`config.mk`:
```
export PLATFORM = sky130hd
export DESIGN_NAME = c_like_token_lexer
export DESIGN_NICKNAME = d
export VERILOG_FILES = /design/src/design/clx_pkg.sv /design/src/design/clx_front.sv /design/src/design/clx_queue.sv /design/src/design/clx_back.sv /design/src/design/c_like_token_lexer.sv
export SDC_FILE = /design/constraint.sdc
export NUM_CORES = 1
export LEC_CHECK = 0
export ABC_AREA = 1
export BUFFER_PORTS_ARGS = -buffer_cell sky130_fd_sc_hd__clkbuf_2
export CORE_MARGIN = 2
export CORE_UTILIZATION = 32
export DETAILED_ROUTE_END_ITERATION = 6
export PLACE_DENSITY = 0.55
export SYNTH_ARGS = -nofsm -noshare
export SYNTH_HDL_FRONTEND = slang
export SYNTH_SLANG_ARGS = --single-unit
```
`constraint.sdc`:
```
create_clock -name i_clk -period 10.3 [get_ports i_clk]
set_input_delay 0.515 -clock i_clk [delete_from_list [all_inputs] [get_ports i_clk]]
set_output_delay 0.515 -clock i_clk [all_outputs]
set_load 0.01 [all_outputs]
```
`src/design/clx_pkg.sv`:
```
// Shared types, character constants and character-class helpers for the
// C-like token lexer. No dependencies; imported by every design file.
package clx_pkg;

    // Fixed widths of the result fields
    localparam int unsigned LINE_NUM_W   = 16;
    localparam int unsigned COLUMN_NUM_W = 16;
    localparam int unsigned DEF_LINE_BITS   = 16;
    localparam int unsigned DEF_COLUMN_BITS = 16;

    // Depth of the record queue between scanner and output side
    localparam int unsigned QUEUE_DEPTH = 4;

    // Character codes
    localparam logic [7:0] CH_HASH   = 8'h23;
    localparam logic [7:0] CH_SLASH  = 8'h2F;
    localparam logic [7:0] CH_STAR   = 8'h2A;
    localparam logic [7:0] CH_CR     = 8'h0D;
    localparam logic [7:0] CH_LF     = 8'h0A;
    localparam logic [7:0] CH_UNDER  = 8'h5F;
    localparam logic [7:0] CH_BSLASH = 8'h5C;
    localparam logic [7:0] CH_SQUOTE = 8'h27;
    localparam logic [7:0] CH_DQUOTE = 8'h22;
    localparam logic [7:0] CH_SPACE  = 8'h20;
    localparam logic [7:0] CH_TAB    = 8'h09;

    typedef enum logic [1:0] {
        KIND_VAL = 2'd0,
        KIND_END = 2'd1,
        KIND_ERR = 2'd2
    } t_kind;

    typedef enum logic [2:0] {
        TT_PRE     = 3'd0,
        TT_COMMENT = 3'd1,
        TT_QUOTE   = 3'd2,
        TT_NUM     = 3'd3,
        TT_ID      = 3'd4,
        TT_CHAR    = 3'd5
    } t_ttype;

    // One result without position
    typedef struct packed {
        t_kind      kind;
        t_ttype     ttype;
        logic [7:0] value;
    } t_res;

    // All results caused by one input byte
    typedef struct packed {
        logic                    two;
        t_res                    r0;
        t_res                    r1;
        logic [LINE_NUM_W-1:0]   line;
        logic [COLUMN_NUM_W-1:0] col;
    } t_rec;

    function automatic logic is_nl(input logic [7:0] c);
        return (c == CH_CR) || (c == CH_LF);
    endfunction

    function automatic logic is_digit(input logic [7:0] c);
        return (c >= 8'h30) && (c <= 8'h39);
    endfunction

    function automatic logic is_alpha(input logic [7:0] c);
        return ((c >= 8'h61) && (c <= 8'h7A)) || ((c >= 8'h41) && (c <= 8'h5A));
    endfunction

    function automatic logic is_idchar(input logic [7:0] c);
        return is_alpha(c) || is_digit(c) || (c == CH_UNDER);
    endfunction

    function automatic logic is_space(input logic [7:0] c);
        return (c == CH_SPACE) || ((c >= CH_TAB) && (c <= CH_CR));
    endfunction

endpackage

```
`src/design/clx_front.sv`:
```
// Scanner front end: classifies each accepted byte, keeps the scan mode and
// line/column counters, and emits one record of up to two results. Uses clx_pkg.
module clx_front
    import clx_pkg::*;
#(
    parameter int unsigned LINE_BITS   = DEF_LINE_BITS,
    parameter int unsigned COLUMN_BITS = DEF_COLUMN_BITS
) (
    input  logic       i_clk,
    input  logic       i_rst_n,
    input  logic       i_accept,
    input  logic [7:0] i_data_byte,
    input  logic       i_end_of_text,
    output logic       o_rec_valid,
    output t_rec       o_rec
);

    typedef enum logic [7:0] {
        M_IDLE  = 8'b0000_0001,
        M_PRE   = 8'b0000_0010,
        M_SLASH = 8'b0000_0100,
        M_LINE  = 8'b0000_1000,
        M_BLOCK = 8'b0001_0000,
        M_QUOTE = 8'b0010_0000,
        M_NUM   = 8'b0100_0000,
        M_ID    = 8'b1000_0000
    } t_mode;

    typedef enum logic [1:0] {
        NL_NONE = 2'd0,
        NL_CR   = 2'd1,
        NL_LF   = 2'd2
    } t_nl;

    typedef struct packed {
        logic [1:0] n;
        t_res       r0;
        t_res       r1;
    } t_pair;

    typedef struct packed {
        t_mode mode;
        logic  emit;
        t_res  res;
    } t_start;

    function automatic t_res mk(input t_kind k, input t_ttype t, input logic [7:0] v);
        t_res r;
        r.kind  = k;
        r.ttype = t;
        r.value = v;
        return r;
    endfunction

    function automatic t_pair add(input t_pair p, input t_res r);
        t_pair q;
        q = p;
        if (p.n == 2'd0) begin
            q.r0 = r;
        end else if (p.n == 2'd1) begin
            q.r1 = r;
        end
        if (p.n != 2'd2) begin
            q.n = p.n + 2'd1;
        end
        return q;
    endfunction

    // First byte of a new token
    function automatic t_start start_tok(input logic [7:0] c);
        t_start s;
        s.mode = M_IDLE;
        s.emit = 1'b0;
        s.res  = mk(KIND_VAL, TT_PRE, c);
        priority if (c == CH_HASH) begin
            s.mode = M_PRE;
            s.emit = 1'b1;
        end else if (c == CH_SLASH) begin
            s.mode = M_SLASH;
        end else if (is_nl(c)) begin
            s.mode = M_IDLE;
        end else if ((c == CH_SQUOTE) || (c == CH_DQUOTE)) begin
            s.mode = M_QUOTE;
        end else if (is_digit(c)) begin
            s.mode = M_NUM;
            s.emit = 1'b1;
            s.res  = mk(KIND_VAL, TT_NUM, c);
        end else if (is_alpha(c) || (c == CH_UNDER)) begin
            s.mode = M_ID;
            s.emit = 1'b1;
            s.res  = mk(KIND_VAL, TT_ID, c);
        end else if (is_space(c)) begin
            s.mode = M_IDLE;
        end else begin
            s.emit = 1'b1;
            s.res  = mk(KIND_END, TT_CHAR, c);
        end
        return s;
    endfunction

    localparam logic [LINE_BITS-1:0]   LINE_MAX = {LINE_BITS{1'b1}};
    localparam logic [COLUMN_BITS-1:0] COL_MAX  = {COLUMN_BITS{1'b1}};
    localparam logic [LINE_BITS-1:0]   LINE_ONE = LINE_BITS'(1);
    localparam logic [COLUMN_BITS-1:0] COL_ONE  = COLUMN_BITS'(1);

    t_mode                  r_mode, n_mode;
    logic [7:0]             r_quote, n_quote;
    logic                   r_esc, n_esc;
    logic                   r_star, n_star;
    t_nl                    r_nl, n_nl;
    logic [LINE_BITS-1:0]   r_line, n_line;
    logic [COLUMN_BITS-1:0] r_col, n_col;

    t_pair  w_pair;

    logic [LINE_BITS+LINE_NUM_W-1:0]     w_line_ext;
    logic [COLUMN_BITS+COLUMN_NUM_W-1:0] w_col_ext;

    // Per-mode scan of the byte, then end-of-text wrap-up
    always_comb begin
        t_pair  p;
        t_pair  f;
        t_start st;
        logic   started;
        logic [7:0] c;
        t_nl    me;

        c       = i_data_byte;
        p       = '0;
        f       = '0;
        started = 1'b0;
        st      = start_tok(c);
        n_mode  = r_mode;
        n_quote = r_quote;
        n_esc   = r_esc;
        n_star  = r_star;

        unique case (r_mode)
            M_PRE: begin
                if (is_nl(c)) begin
                    p = add(p, mk(KIND_END, TT_PRE, 8'h00));
                    n_mode = M_IDLE;
                end else begin
                    p = add(p, mk(KIND_VAL, TT_PRE, c));
                end
            end
            M_SLASH: begin
                priority if (c == CH_SLASH) begin
                    n_mode = M_LINE;
                end else if (c == CH_STAR) begin
                    n_mode = M_BLOCK;
                    n_star = 1'b0;
                end else begin
                    p = add(p, mk(KIND_END, TT_CHAR, CH_SLASH));
                    n_mode = st.mode;
                    if (st.emit) begin
                        p = add(p, st.res);
                    end
                    started = st.emit && (st.res.kind == KIND_VAL);
                end
            end
            M_LINE: begin
                if (is_nl(c)) begin
                    p = add(p, mk(KIND_END, TT_COMMENT, 8'h00));
                    n_mode = M_IDLE;
                end else begin
                    p = add(p, mk(KIND_VAL, TT_COMMENT, c));
                end
            end
            M_BLOCK: begin
                // a star is held back until the next byte shows whether it closes
                priority if (r_star) begin
                    if (c == CH_SLASH) begin
                        p = add(p, mk(KIND_END, TT_COMMENT, 8'h00));
                        n_mode = M_IDLE;
                        n_star = 1'b0;
                    end else begin
                        p = add(p, mk(KIND_VAL, TT_COMMENT, CH_STAR));
                        if (c != CH_STAR) begin
                            n_star = 1'b0;
                            p = add(p, mk(KIND_VAL, TT_COMMENT, c));
                        end
                    end
                end else if (c == CH_STAR) begin
                    n_star = 1'b1;
                end else begin
                    p = add(p, mk(KIND_VAL, TT_COMMENT, c));
                end
            end
            M_QUOTE: begin
                priority if (r_esc) begin
                    p = add(p, mk(KIND_VAL, TT_QUOTE, c));
                    n_esc = 1'b0;
                end else if (c == CH_BSLASH) begin
                    p = add(p, mk(KIND_VAL, TT_QUOTE, c));
                    n_esc = 1'b1;
                end else if (c == r_quote) begin
                    p = add(p, mk(KIND_END, TT_QUOTE, 8'h00));
                    n_mode = M_IDLE;
                end else begin
                    p = add(p, mk(KIND_VAL, TT_QUOTE, c));
                end
            end
            M_NUM, M_ID: begin
                if ((r_mode == M_NUM) ? is_digit(c) : is_idchar(c)) begin
                    p = add(p, mk(KIND_VAL, (r_mode == M_NUM) ? TT_NUM : TT_ID, c));
                end else begin
                    p = add(p, mk(KIND_END, (r_mode == M_NUM) ? TT_NUM : TT_ID, 8'h00));
                    n_mode = st.mode;
                    if (st.emit) begin
                        p = add(p, st.res);
                    end
                    started = st.emit && (st.res.kind == KIND_VAL);
                end
            end
            default: begin
                n_mode = st.mode;
                if (st.emit) begin
                    p = add(p, st.res);
                end
                started = st.emit && (st.res.kind == KIND_VAL);
            end
        endcase

        // a quote that opens a literal is remembered as its terminator
        if ((n_mode == M_QUOTE) && (r_mode != M_QUOTE)) begin
            n_quote = c;
            n_esc   = 1'b0;
        end

        // newline merge and position counters
        me = (c == CH_CR) ? NL_CR : NL_LF;
        if (is_nl(c)) begin
            if ((r_nl != NL_NONE) && (r_nl != me)) begin
                n_nl   = NL_NONE;
                n_line = r_line;
            end else begin
                n_nl   = me;
                n_line = (r_line != LINE_MAX) ? r_line + LINE_ONE : r_line;
            end
            n_col = COL_ONE;
        end else begin
            n_nl   = NL_NONE;
            n_line = r_line;
            n_col  = (r_col != COL_MAX) ? r_col + COL_ONE : r_col;
        end

        // end of text: close open tokens, flag unterminated ones, reset state
        if (i_end_of_text) begin
            unique case (n_mode)
                M_PRE, M_NUM, M_ID, M_LINE: begin
                    if (started) begin
                        if (p.n == 2'd2) begin
                            p.r1.kind = KIND_END;
                        end else begin
                            p.r0.kind = KIND_END;
                        end
                    end else begin
                        p = add(p, mk(KIND_END,
                            (n_mode == M_PRE) ? TT_PRE :
                            (n_mode == M_NUM) ? TT_NUM :
                            (n_mode == M_ID)  ? TT_ID : TT_COMMENT, 8'h00));
                    end
                end
                M_BLOCK, M_QUOTE, M_SLASH: begin
                    if ((p.n != 2'd0) && (p.r0.kind != KIND_VAL)) begin
                        f = add(f, p.r0);
                    end
                    if ((p.n == 2'd2) && (p.r1.kind != KIND_VAL)) begin
                        f = add(f, p.r1);
                    end
                    p = add(f, mk(KIND_ERR,
                        (n_mode == M_QUOTE) ? TT_QUOTE : TT_COMMENT, 8'h00));
                end
                default: begin
                end
            endcase
            n_mode  = M_IDLE;
            n_quote = 8'h00;
            n_esc   = 1'b0;
            n_star  = 1'b0;
            n_nl    = NL_NONE;
            n_line  = LINE_ONE;
            n_col   = COL_ONE;
        end

        w_pair = p;
    end

    // Scanner state
    always_ff @(posedge i_clk) begin
        if (!i_rst_n) begin
            r_mode  <= M_IDLE;
            r_quote <= 8'h00;
            r_esc   <= 1'b0;
            r_star  <= 1'b0;
            r_nl    <= NL_NONE;
            r_line  <= LINE_ONE;
            r_col   <= COL_ONE;
        end else if (i_accept) begin
            r_mode  <= n_mode;
            r_quote <= n_quote;
            r_esc   <= n_esc;
            r_star  <= n_star;
            r_nl    <= n_nl;
            r_line  <= n_line;
            r_col   <= n_col;
        end
    end

    // Position reported is that of the byte itself, cut or padded to 16 bits
    assign w_line_ext = {{LINE_NUM_W{1'b0}}, r_line};
    assign w_col_ext  = {{COLUMN_NUM_W{1'b0}}, r_col};

    assign o_rec_valid = i_accept && (w_pair.n != 2'd0);
    assign o_rec.two   = (w_pair.n == 2'd2);
    assign o_rec.r0    = w_pair.r0;
    assign o_rec.r1    = w_pair.r1;
    assign o_rec.line  = w_line_ext[LINE_NUM_W-1:0];
    assign o_rec.col   = w_col_ext[COLUMN_NUM_W-1:0];

endmodule

```
`src/design/clx_queue.sv`:
```
// Short record queue between the scanner and the output side, so that each
// side stalls on its own. Register storage; uses clx_pkg.
module clx_queue
    import clx_pkg::*;
(
    input  logic i_clk,
    input  logic i_rst_n,
    input  logic i_push,
    input  t_rec i_rec,
    input  logic i_pop,
    output t_rec o_head,
    output logic o_full,
    output logic o_empty
);

    localparam int unsigned PTR_W = (QUEUE_DEPTH > 1) ? $clog2(QUEUE_DEPTH) : 1;
    localparam int unsigned CNT_W = $clog2(QUEUE_DEPTH + 1);
    localparam logic [CNT_W-1:0] CNT_FULL = CNT_W'(QUEUE_DEPTH);
    localparam logic [PTR_W-1:0] PTR_LAST = PTR_W'(QUEUE_DEPTH - 1);

    t_rec             r_mem [QUEUE_DEPTH];
    logic [PTR_W-1:0] r_wr, r_rd;
    logic [CNT_W-1:0] r_cnt;
    logic             w_push, w_pop;

    assign o_full  = (r_cnt == CNT_FULL);
    assign o_empty = (r_cnt == '0);
    assign w_push  = i_push && !o_full;
    assign w_pop   = i_pop && !o_empty;
    assign o_head  = r_mem[r_rd];

    // Storage
    always_ff @(posedge i_clk) begin
        if (w_push) begin
            r_mem[r_wr] <= i_rec;
        end
    end

    // Pointers and fill count
    always_ff @(posedge i_clk) begin
        if (!i_rst_n) begin
            r_wr  <= '0;
            r_rd  <= '0;
            r_cnt <= '0;
        end else begin
            if (w_push) begin
                r_wr <= (r_wr == PTR_LAST) ? '0 : r_wr + PTR_W'(1);
            end
            if (w_pop) begin
                r_rd <= (r_rd == PTR_LAST) ? '0 : r_rd + PTR_W'(1);
            end
            if (w_push && !w_pop) begin
                r_cnt <= r_cnt + CNT_W'(1);
            end else if (w_pop && !w_push) begin
                r_cnt <= r_cnt - CNT_W'(1);
            end
        end
    end

endmodule

```
`src/design/clx_back.sv`:
```
// Output side: hands out the one or two results of the head record one at a
// time and retires the record after its last one. Uses clx_pkg.
module clx_back
    import clx_pkg::*;
(
    input  logic                    i_clk,
    input  logic                    i_rst_n,
    input  t_rec                    i_head,
    input  logic                    i_head_empty,
    input  logic                    i_pop,
    output logic                    o_rec_done,
    output logic [1:0]              o_kind,
    output logic [2:0]              o_token_type,
    output logic [7:0]              o_value_byte,
    output logic [LINE_NUM_W-1:0]   o_line_number,
    output logic [COLUMN_NUM_W-1:0] o_column_number,
    output logic                    o_last_of_run
);

    logic r_idx;
    t_res w_cur;

    assign w_cur           = r_idx ? i_head.r1 : i_head.r0;
    assign o_last_of_run   = (r_idx == i_head.two);
    assign o_rec_done      = i_pop && !i_head_empty && o_last_of_run;
    assign o_kind          = w_cur.kind;
    assign o_token_type    = w_cur.ttype;
    assign o_value_byte    = w_cur.value;
    assign o_line_number   = i_head.line;
    assign o_column_number = i_head.col;

    // Index of the result being offered within the head record
    always_ff @(posedge i_clk) begin
        if (!i_rst_n) begin
            r_idx <= 1'b0;
        end else if (i_pop && !i_head_empty) begin
            r_idx <= !o_last_of_run;
        end
    end

endmodule

```
`src/design/c_like_token_lexer.sv`:
```
// C-like token lexer, top level: scanner front end, record queue and output
// side. Depends on clx_pkg, clx_front, clx_queue and clx_back.
//
// Usage: source bytes enter through a queue-style port: an item is taken at
// each clock edge with push high and full low; i_end_of_text marks the final
// byte of a text. Results leave through a queue-style port: while empty is
// low the oldest result sits on the o_ ports and pop takes it.
// Each byte gives zero, one or two results (value byte, token end or lexical
// error), all tagged with that byte's line and column; o_last_of_run marks
// the last result of a byte.
// A byte's results, if any, are written into the record queue when it is taken.
// Throughput: one byte per cycle while full is low; a byte with two results holds the output
// port for two pops, so the sustained rate is set by the single output port.
// A four-record queue sits between scanner and output side: when pop stays
// low, bytes are still taken until the queue is full, then full rises.
// Reset (synchronous, i_rst_n low) empties the queue and sets the scanner to
// idle at line 1, column 1; the scanner returns there after every final byte.
module c_like_token_lexer
    import clx_pkg::*;
#(
    parameter int unsigned LINE_BITS   = DEF_LINE_BITS,
    parameter int unsigned COLUMN_BITS = DEF_COLUMN_BITS
) (
    input  logic                    i_clk,
    input  logic                    i_rst_n,
    input  logic                    push,
    output logic                    full,
    input  logic [7:0]              i_data_byte,
    input  logic                    i_end_of_text,
    output logic                    empty,
    input  logic                    pop,
    output logic [1:0]              o_kind,
    output logic [2:0]              o_token_type,
    output logic [7:0]              o_value_byte,
    output logic [LINE_NUM_W-1:0]   o_line_number,
    output logic [COLUMN_NUM_W-1:0] o_column_number,
    output logic                    o_last_of_run
);

    logic w_accept;
    logic w_rec_valid;
    t_rec w_rec;
    t_rec w_head;
    logic w_full;
    logic w_empty;
    logic w_rec_done;

    assign w_accept = push && !w_full;
    assign full     = w_full;
    assign empty    = w_empty;

    clx_front #(
        .LINE_BITS   (LINE_BITS),
        .COLUMN_BITS (COLUMN_BITS)
    ) u_front (
        .i_clk         (i_clk),
        .i_rst_n       (i_rst_n),
        .i_accept      (w_accept),
        .i_data_byte   (i_data_byte),
        .i_end_of_text (i_end_of_text),
        .o_rec_valid   (w_rec_valid),
        .o_rec         (w_rec)
    );

    clx_queue u_queue (
        .i_clk   (i_clk),
        .i_rst_n (i_rst_n),
        .i_push  (w_rec_valid),
        .i_rec   (w_rec),
        .i_pop   (w_rec_done),
        .o_head  (w_head),
        .o_full  (w_full),
        .o_empty (w_empty)
    );

    clx_back u_back (
        .i_clk           (i_clk),
        .i_rst_n         (i_rst_n),
        .i_head          (w_head),
        .i_head_empty    (w_empty),
        .i_pop           (pop),
        .o_rec_done      (w_rec_done),
        .o_kind          (o_kind),
        .o_token_type    (o_token_type),
        .o_value_byte    (o_value_byte),
        .o_line_number   (o_line_number),
        .o_column_number (o_column_number),
        .o_last_of_run   (o_last_of_run)
    );

    // The scanner never offers a record the queue cannot take
    a_no_push_when_full: assert property (@(posedge i_clk) disable iff (!i_rst_n)
        w_rec_valid |-> !w_full)
        else $error("record pushed into full queue");

    // Taking the first of two results leaves the second on the port
    a_second_follows: assert property (@(posedge i_clk) disable iff (!i_rst_n)
        (pop && !empty && !o_last_of_run) |=> (!empty && o_last_of_run))
        else $error("second result of a byte lost");

    // A lexical error is always the last result of its byte
    a_error_last: assert property (@(posedge i_clk) disable iff (!i_rst_n)
        (!empty && (o_kind == KIND_ERR)) |-> o_last_of_run)
        else $error("error result followed by another result");

endmodule
```
==> results of run 1 <==
-- power breakdown --
group,internal (uW),total [uW],leakage (uW),switching (uW)
clock network,707,1180,0.000552,478
registers,1420,1460,0.00268,41.3
logic,223,746,0.00243,524
total,2350,3390,0.00566,1040
-- Yosys cell counts (all sizes together) (2+ instances only) --
cell	count
inv	131
a31oi	16
nor3	24
nand2	189
clkbuf	41
nor2	252
a221oi	2
nand3b	2
ha	14
o21ai	173
nand3	58
a21oi	55
or2	3
dfxtp	62
a211oi	6
o22ai	48
buf	7
xnor2	2
xor2	6
edfxtp	236
o211ai	10
clkinv	4
nand4	8
nor4	2
-- tightest hold or removal path, stage by stage --
cell	delay, ns
clkbuf_2	0.08
o21ai_0	0.06
inv_1	0.09
o211ai_1	0.09
inv_1	0.05
-- metrics by stage --
stage	total power [uW]	instance area [um2]	setup slack [ns]	std cells
floorplan	1950	13400	4.42	1360
global placement	2240	14300	5.50	1920
detailed placement	2250	14300	5.38	1920
CTS	3440	15400	5.66	1980
global route	3570	15400	5.12	1980
finish	3390	15400	5.63	1980
-- sequential cells by signal, summed over array words and instances (netlist names), 2 cells and up, named ones only --
register / count
u_queue.r_wr: 2
u_front.r_quote: 8
u_queue.r_cnt: 3
u_front.r_nl: 2
u_queue.r_rd: 2
u_front.r_col: 16
u_front.r_line: 16
u_front.r_mode: 8
u_queue.r_mem: 236
-- per-layer routing --
layer | GRT usage (%) | routed length [um]
met1 | 20.2 | 15500
met2 | 25.4 | 15500
met3 | 2.09 | 1170
met4 | 3.92 | 595
met5 | 0 | 0
-- cell families after synthesis --
group	Yosys count	share of synthesized area (%)
flip-flops	298	62.0
AO/OA/AOI/OAI	314	13.1
AND/OR/NAND/NOR	541	17.5
multiplexers	1	0.0839
buffers and inverters	183	5.23
XOR/XNOR	8	0.522
adder cells (fa/ha/maj)	15	1.45
-- final timing paths --
path / endpoint / depth (start not counted) / slack [ns]
max reg2reg: u_queue.r_cnt[2]$_SDFFE_PN0P_ / 26 / 5.63
max: u_queue.r_cnt[2]$_SDFFE_PN0P_ / 26 / 5.63
min: u_back.r_idx$_SDFFE_PN0P_ / 5 / 0.40
min reg2reg: u_front.r_quote[6]$_SDFFE_PN0P_ / 2 / 0.46
-- layout make-up --
class                   count  share of cell area (%)
multi-input cells         879                    28.7
clock inverters            16                    1.05
flip-flops and latches    298                    54.0
well taps                 539                    4.37
repair buffers             69                    2.39
clock buffers              44                    6.16
inverters                 135                    3.30
==> impl_results.md, run 1 <==
* Outcome: complete, no violations
* Crit. Startpoint: u_front.r_mode[5]$_SDFFE_PN0P_
* Synth top area cells: edfxtp_1, dfxtp_1, nor2_1, o21ai_0, nand2_1
* CTS tree: done
* Max-cap violation count at 0
* Commonest non-fill, non-tap cell in the layout: nor2_1
* Kind of critical path: reg2reg
* Fillers at approximately 4.2k
* Worst-Margin Slew at 1.18 ns
* DRT antenna net count at 0
* I/O Buffers at 60
* Post-layout nets at 1445
* Cells after Synth at about 1.4k
* Number of synthesized flops with an enable pin at 236
* Net Count, Synth at roughly 1.4k
* Final WL at roughly 33000 um
* CTS buffer count at 34
* Die X at between 200 and 250 um
* Flops & latches, synth at 298
* Worst hold path class: in2reg
* Synth unique cells at 50
* CTS sink count at 298
* Root buffer cell: clkbuf_16
* Cell taking the most area after synthesis: edfxtp_1
* Maximum vdd drop at just over 100 uV
* Wire per inst at 16.6 um
* Largest net degree at the start of global routing at 117
* Max stage delay on crit path at 0.53 ns
* CP required at about 11 ns
* Area growth syn-to-layout at 14.9%
* Pre-antenna DRT Iters at 5
* Sequential share of the synthesized area at between 60% and 70%
* Top delay family on crit path: simple AND/OR/NAND/NOR gates
* Share of cells above drive strength 1 at between 10% and 20%
* Critical Path Most Common Cell: inv_1
* Worst-path fanout max at 19
* WP buf/inv at 5
* ANT cells at 0
* Final Wtd Congestion at roughly 0.87
* Final period util at a little under half
* Dpl hpwl at just over 20000 um
* Core ar. at approximately 0.042 mm2
* First-pass GRT wire length at about 52000 um
* Vias in the first global route at between 9k and 10k
* Unrepaired setup endpoints after global routing: false
* Total gr overflow at 0
* Worst EP arrival at about 5.1 ns
* Vias at about 9.7k
* Starting Density at about a third
* Commonest cells after routing, fill and taps aside: nor2_1, edfxtp_1, nand2_1
* Hold slack at 0.400 ns
* Yosys warning count at 0
* Max Root-Sink Buffers at 3
* Drt drc at 0
* Area of the multi-input gates at approximately 0.0044 mm2
* Reg clk slew, reported paths at approximately 0.06 ns
* DR vias/cell at 4.89
* Max_slew headroom at between 20% and 30%
* Critical Path Start Type: flop
* Util after Layout at 37.0%
* Period minus WS final at 4.67 ns
* Setup bufs post-CTS at 0
* Ys flop type: edfxtp_1
* Die Height at roughly 210 um
* Setup Skew at about 0.017 ns
* Endpoint class of the critical path: flop
* Final hold vios at 0
* Synth Area per Inst at between 9 and 10 um2
* Reg2Reg Launch Point: u_front.r_mode[5]$_SDFFE_PN0P_
* Register Area at around 0.0083 mm2
* Rows at 75
* PostCTS Resize Cnt at 0
* Slowest CP cell: o21ai_0
* Sum Neg Setup Slack at 0 ns
* Total GRT Usage at between 10 and 15%
* I/O pin total at 61
* DRT iter0 DRCs at just under 700
* Ys async rst share at 0%
* Setup violations, final at 0
* Clk_lat worst skew at approximately 0.52 ns
* Slew Viols, Final at 0
* Hold_sp: pop
* Top-area cell type share of the netlist area at a little over half
* Post-Syn Area at roughly 0.013 mm2
* Pwr/cell area at ~220 mW/mm2
* Die ar. at 0.0436 mm2
* Hold-fix buffers at CTS at 0
* Lkg Pwr at 0.00566 uW
* Htree depth at 2
* Fmax at roughly 210 MHz
* Initial antenna violation count at 0
Note: power is estimated with default switching activity, not from simulation.
==> run 2: changes to the inputs <==
PLACE_DENSITY = 0.57   (was 0.55)
clock period = 3.83 ns   (was 10.3 ns; I/O delays follow)
==> impl_results.md, run 2 (synthesis results as in run 1) <==
* Outcome: complete, no violations
* Pwr/cell area at 574 mW/mm2 (+160%)
* Sw Share at 31.0% (+0.23 points)
* Crit. Startpoint: u_front.r_mode[5]$_SDFFE_PN0P_
* Initial antenna violation count at 0 (unchanged)
* DRT antenna net count at 0 (unchanged)
* Max-cap violation count at 0 (unchanged)
* Period minus WS final at 3.58 ns (-1.09 ns)
* Placed Area at 0.0149 mm2 (+4.0%)
* Rows at 75 (unchanged)
* Register Area at 0.00834 mm2 (about the same)
* Biggest register: u_queue.r_mem
* CTS tree: done
* DR vias/cell at 4.90 (+0.27%)
* Fillers at 4145 (-0.55%)
* CP required at 4.23 ns (-6.47 ns)
* Lkg Pwr at 0.00598 uW (+5.7%)
* Die Height at 209 um (unchanged)
* Max_slew headroom at 23.0% (+2.0 points)
* Reg2Reg Launch Point: u_front.r_mode[5]$_SDFFE_PN0P_
* Dpl hpwl at 22100 um (+6.8%)
* Critical Path Most Common Cell: inv_1
* ANT cells at 0 (unchanged)
* Share of cells above drive strength 1 at 18.9% (+5.7 points)
* Worst hold path class: in2reg
* Pre-antenna DRT Iters at 5 (unchanged)
* Slowest CP cell: fa_2
* Design area at 0.0161 mm2 (+4.5%)
* Share of power burned in registers at 42.6% (-0.4 points)
* Worst-Margin Slew at 1.15 ns (-0.0298 ns)
* Setup violations, final at 0 (unchanged)
* Hold slack at 0.0663 ns (-0.334 ns)
* Largest net degree at the start of global routing at 117 (unchanged)
* Largest regs: u_queue.r_mem (236), u_front.r_col (16), u_front.r_line (16)
* Worst Reg2Reg Path Length in Cells at 27 (+3.8%)
* Reg clk slew, reported paths at 0.06 ns (about the same)
* Vias at 10.0k (+3.5%)
* Pint at 6380 uW (+170%)
* Vias in the first global route at 9808 (+3.2%)
* Wire per inst at 16.5 um (-0.16%)
* Largest register FFs at 236 (unchanged)
* Maximum vdd drop at 344 uV (+240%)
* Root buffer cell: clkbuf_16
* Commonest cells after routing, fill and taps aside: edfxtp_1, nor2_1, o21ai_0
* Total GRT Usage at 15.5% (+0.47 points)
* Metal3 WL at 1490 um (+27%)
* First-pass GRT wire length at 53700 um (+2.9%)
* Final period util at 93.5% (+48 points)
* Die ar. at 0.0436 mm2 (unchanged)
* Max stage delay on crit path at 0.37 ns (-0.16 ns)
* Worst EP arrival at 3.98 ns (-1.09 ns)
* WHS Path Cells at 2 (-3)
* I/O Buffers at 60 (unchanged)
* Fmax at 279 MHz (+30%)
* Combinational Power Share at 22.7% (+0.7 points)
* Kind of critical path: reg2reg
* Area growth syn-to-layout at 20.0%
* Final Wtd Congestion at 0.902 (+3.5%)
* Metal-1 WL at 15200 um (-1.6%)
* Setup Skew at 0.0181 ns (+0.00148 ns)
* Final hold vios at 0 (unchanged)
* Worst-path fanout max at 5 (-14)
* DRT iter0 DRCs at 665 (-2.2%)
* DR top layer: met4
* Commonest non-fill, non-tap cell in the layout: edfxtp_1
* Endpoint class of the critical path: flop
* Setup Slack @ Placement at -0.116 ns (-5.50 ns)
* P_sw at 2870 uW (+180%)
* Pwr Total at 9250 uW (+170%)
* Htree depth at 2 (unchanged)
* Clk_lat worst skew at 0.52 ns (about the same)
* Post-layout nets at 1508 (+4.4%)
* CTS buffer count at 34 (unchanged)
* CTS sink count at 298 (unchanged)
* Area of the multi-input gates at 0.00453 mm2 (+2.5%)
* I/O pin total at 61 (unchanged)
* Starting Density at 32.2% (unchanged)
* Final WL at 33800 um (+3.0%)
* Clk network pwr share at 34.8% (-0.2 points)
* Core ar. at 0.0417 mm2 (unchanged)
* Total gr overflow at 0 (unchanged)
* Hold-fix buffers at CTS at 0 (unchanged)
* Post-route setup slack at 0.249 ns (-5.38 ns)
* Critical Path Start Type: flop
* Die X at 209 um (unchanged)
* Slew Viols, Final at 0 (unchanged)
* Util after Layout at 38.7% (+1.7 points)
* Hold_sp: i_rst_n
* Max Root-Sink Buffers at 3 (unchanged)
* Drt drc at 0 (unchanged)
* Met2 wire length at 16500 um (+6.1%)
run 2: cell count changes in the layout (fill, tap and decap cells not counted), sizes merged:
| cell | delta |
|---|---|
| clkinvlp | +1 |
| buf | +63 |
| inv | -2 |
| clkbuf | +1 |
run 2: path summary, 6_finish.rpt:
path	endpoint	slack, ns
max	u_queue.r_cnt[2]$_SDFFE_PN0P_	0.25
min	u_front.r_line[0]$_SDFFE_PN1P_	0.07
max reg2reg	u_queue.r_cnt[2]$_SDFFE_PN0P_	0.25
min reg2reg	u_front.r_quote[6]$_SDFFE_PN0P_	0.45
run 2: repair_timing:
| item | in CTS | in global routing |
|---|---|---|
| resized for setup | 1 | 34 |
| setup endpoints to repair | 1 | 25 |
| pin swaps | 0 | 11 |
| buffers inserted | 0 | 1 |
run 2: metrics by stage:
stage,setup TNS (ns),cells
finish,0,2043
global route,-0.0466,2043
CTS,0,2042
detailed placement,-0.116,1982
global placement,0,1982
floorplan,0,1360
run 2: critical path: cells and delay by family, from the launching register on:
kind | cells | cell delay [ns]
flops | 1 | 0.33
fa+ha+maj | 4 | 0.89
simple gates | 13 | 1.37
compound gates | 5 | 0.57
buf+inv | 5 | 0.33
run 2: layout make-up:
class / instances / share of cell area, %
sequential: 298 / 51.7
multi-input combinational: 879 / 28.1
clock buffer: 45 / 5.86
timing repair buffer: 132 / 5.76
tap: 539 / 4.19
inverter: 135 / 3.16
clock inverter: 15 / 1.16
run 2: per-layer routing:
layer / global-route usage, % / up-vias
li1: - / 4962
met1: 20.3 / 4820
met2: 27.0 / 194
met3: 2.19 / 42
met4: 3.62 / 0
met5: 0 / -
run 2: power by group through the flow:
| stage | logic [uW] | clock network [uW] | registers [uW] |
|---|---|---|---|
| floorplan | 1310 | 0 | 3940 |
| global placement | 2100 | 0 | 4000 |
| detailed placement | 2120 | 0 | 4000 |
| CTS | 2130 | 3280 | 3940 |
| global route | 2350 | 3430 | 3970 |
| finish | 2100 | 3220 | 3940 |
==> run 3: changes to the inputs <==
BUFFER_PORTS_ARGS = -buffer_cell sky130_fd_sc_hd__buf_2   (was -buffer_cell sky130_fd_sc_hd__clkbuf_2)
==> impl_results.md, run 3 (synthesis results as in run 1) <==
* Worst hold path class: in2reg
* Outcome: complete, no violations
* Worst Hold End: u_front.r_line[0]$_SDFFE_PN1P_
* Share of cells above drive strength 1 at 18.1% (-0.88 points)
* Endpoint class of the critical path: flop
* Wire per inst at 16.4 um (-0.95%)
* CTS buffer count at 34 (unchanged)
* Final WL at 33400 um (-1.1%)
* Final period util at 91.8% (-1.7 points)
* ANT cells at 0 (unchanged)
* Die ar. at 0.0436 mm2 (unchanged)
* DRT iter0 DRCs at 788 (+18%)
* Sum Neg Setup Slack at 0 ns (unchanged)
* DRT antenna net count at 0 (unchanged)
* Core ar. at 0.0417 mm2 (unchanged)
* Reg clk slew, reported paths at 0.06 ns (about the same)
* Die Height at 209 um (unchanged)
* Fmax at 284 MHz (+1.8%)
* Total gr overflow at 0 (unchanged)
* Kind of critical path: reg2reg
* Area growth syn-to-layout at 19.3%
* Worst EP arrival at 3.91 ns (-0.07 ns)
* Setup Slack @ Placement at -0.0124 ns (+0.104 ns)
* Vias in the first global route at 9496 (-3.2%)
* Die X at 209 um (unchanged)
* Setup violations, final at 0 (unchanged)
* Worst-path fanout max at 4 (-1)
* Initial antenna violation count at 0 (unchanged)
* Root buffer cell: clkbuf_16
* Largest regs: u_queue.r_mem (236), u_front.r_col (16), u_front.r_line (16)
* CP required at 4.22 ns (about the same)
* Drt drc at 0 (unchanged)
* Total GRT Usage at 15.1% (-0.36 points)
* Post-layout nets at 1502 (-0.40%)
* Commonest non-fill, non-tap cell in the layout: edfxtp_1
* Max-cap violation count at 0 (unchanged)
* Hold_sp: i_rst_n
* CTS sink count at 298 (unchanged)
* Post-route setup slack at 0.313 ns (+0.0636 ns)
* Critical Path Start Type: flop
* Vias at 9920 (-0.98%)
* First-pass GRT wire length at 52500 um (-2.3%)
* Max Root-Sink Buffers at 3 (unchanged)
* Dpl hpwl at 21900 um (-0.80%)
* Worst-Margin Slew at 1.00 ns (-0.153 ns)
* Setup slack, reg-to-reg at 0.31 ns (+0.06 ns)
* Period minus WS final at 3.52 ns (-0.0636 ns)
* Setup Skew at 0.0129 ns (-0.00524 ns)
* Pre-antenna DRT Iters at 5 (unchanged)
* Reg2Reg Launch Point: u_front.r_mode[7]$_SDFFE_PN0P_
* Final hold vios at 0 (unchanged)
* Rows at 75 (unchanged)
* Starting Density at 32.2% (unchanged)
* WHS Path Cells at 2 (unchanged)
* Largest register FFs at 236 (unchanged)
* Max_slew headroom at 33.2% (+10 points)
* Fillers at 4143 (-0.048%)
* I/O pin total at 61 (unchanged)
* Lkg Pwr at 0.00592 uW (-1.1%)
* Commonest cells after routing, fill and taps aside: edfxtp_1, nor2_1, nand2_1
* Htree depth at 2 (unchanged)
* I/O Buffers at 60 (unchanged)
* Maximum vdd drop at 297 uV (-14%)
* Worst reg2reg endpoint: u_queue.r_cnt[2]$_SDFFE_PN0P_
* DR vias/cell at 4.87 (-0.78%)
* Worst Reg2Reg Path Length in Cells at 27 (unchanged)
* CTS tree: done
* Hold-fix buffers at CTS at 0 (unchanged)
* Crit. Startpoint: u_front.r_mode[7]$_SDFFE_PN0P_
* Slew Viols, Final at 0 (unchanged)
* Pwr/cell area at 571 mW/mm2 (-0.46%)
* Final Wtd Congestion at 0.899 (-0.28%)
* Largest net degree at the start of global routing at 103 (-12%)
* Biggest register: u_queue.r_mem
* Clk_lat worst skew at 0.51 ns (about the same)
==> run 3: cell types whose count changed in the layout (fill, tap and decap cells not counted), sizes merged <==
cell,change
inv,-1
bufinv,-1
buf,+54
clkinvlp,+1
clkbuf,-57
==> run 3: per-stage QoR <==
stage	instances	hold slack (ns)	util, %	power, uW	cell area (um2)
2_1_floorplan	1360	0.384	-	5240	13500
3_3_place_gp	1975	0.446	35.6	6100	14800
3_5_place_dp	1975	0.447	35.6	6130	14800
4_1_cts	2037	0.0291	38.2	9250	15900
5_1_grt	2039	0.0460	38.4	9620	16000
6_report	2039	0.0439	38.4	9150	16000
==> run 3: worst max-delay path by stage <==
stage | endpoint | cells past startpoint
after floorplan | u_queue.r_mem[0][0]$_DFFE_PP_ | 21
after detailed placement | u_queue.r_cnt[2]$_SDFFE_PN0P_ | 28
after CTS | u_queue.r_cnt[2]$_SDFFE_PN0P_ | 27
after global routing | u_queue.r_cnt[2]$_SDFFE_PN0P_ | 27
final | u_queue.r_cnt[2]$_SDFFE_PN0P_ | 27
after global placement | u_queue.r_cnt[2]$_SDFFE_PN0P_ | 28
==> run 3: area by class of cell <==
cell class | count | area (um2) | share of cell area (%)
Tap cell | 539 | 674 | 4.21
Clock inverter | 14 | 101 | 0.633
Timing Repair Buffer | 126 | 883 | 5.52
Sequential cell | 298 | 8340 | 52.1
Clock buffer | 48 | 987 | 6.17
Inverter | 135 | 509 | 3.18
Multi-Input combinational cell | 879 | 4510 | 28.2
==> run 3: report_power, final <==
part	total, uW	internal [uW]	switching, uW
Combinational	2140	684	1460
Clock	3110	1870	1240
Sequential	3890	3800	89.9
==> run 3: critical path, stage by stage, from the launching register on <==
cell,delay (ns)
dfxtp_2,0.35
inv_2,0.08
nand2_1,0.09
nor2_2,0.14
nand4_1,0.18
nand2_1,0.13
nor2_2,0.06
nor2_1,0.11
nand3_1,0.10
o21ai_2,0.11
buf_4,0.14
buf_4,0.10
inv_1,0.04
ha_1,0.27
a21oi_1,0.15
nand3_1,0.10
nand2_1,0.11
nor2_2,0.04
nand2_2,0.07
nand2_4,0.05
inv_1,0.07
ha_1,0.13
inv_1,0.06
fa_2,0.35
a21oi_2,0.11
o21ai_1,0.08
o21ai_1,0.13
a21oi_1,0.05
==> run 3: timing repair <==
action,4_1_cts,5_1_grt
setup buffers,0,2
endpoints found under the setup margin,0,34
resized for setup,0,31
==> run 3: routing by layer <==
metal / GRT usage (%) / up-vias / share of wire [%] / wire length (um)
met5: 0 / - / 0 / 0
met4: 3.79 / 0 / 1.7 / 578
met3: 2.48 / 45 / 4.1 / 1380
met2: 25.7 / 181 / 48 / 16100
met1: 20.0 / 4739 / 46 / 15300
li1: - / 4955 / - / -
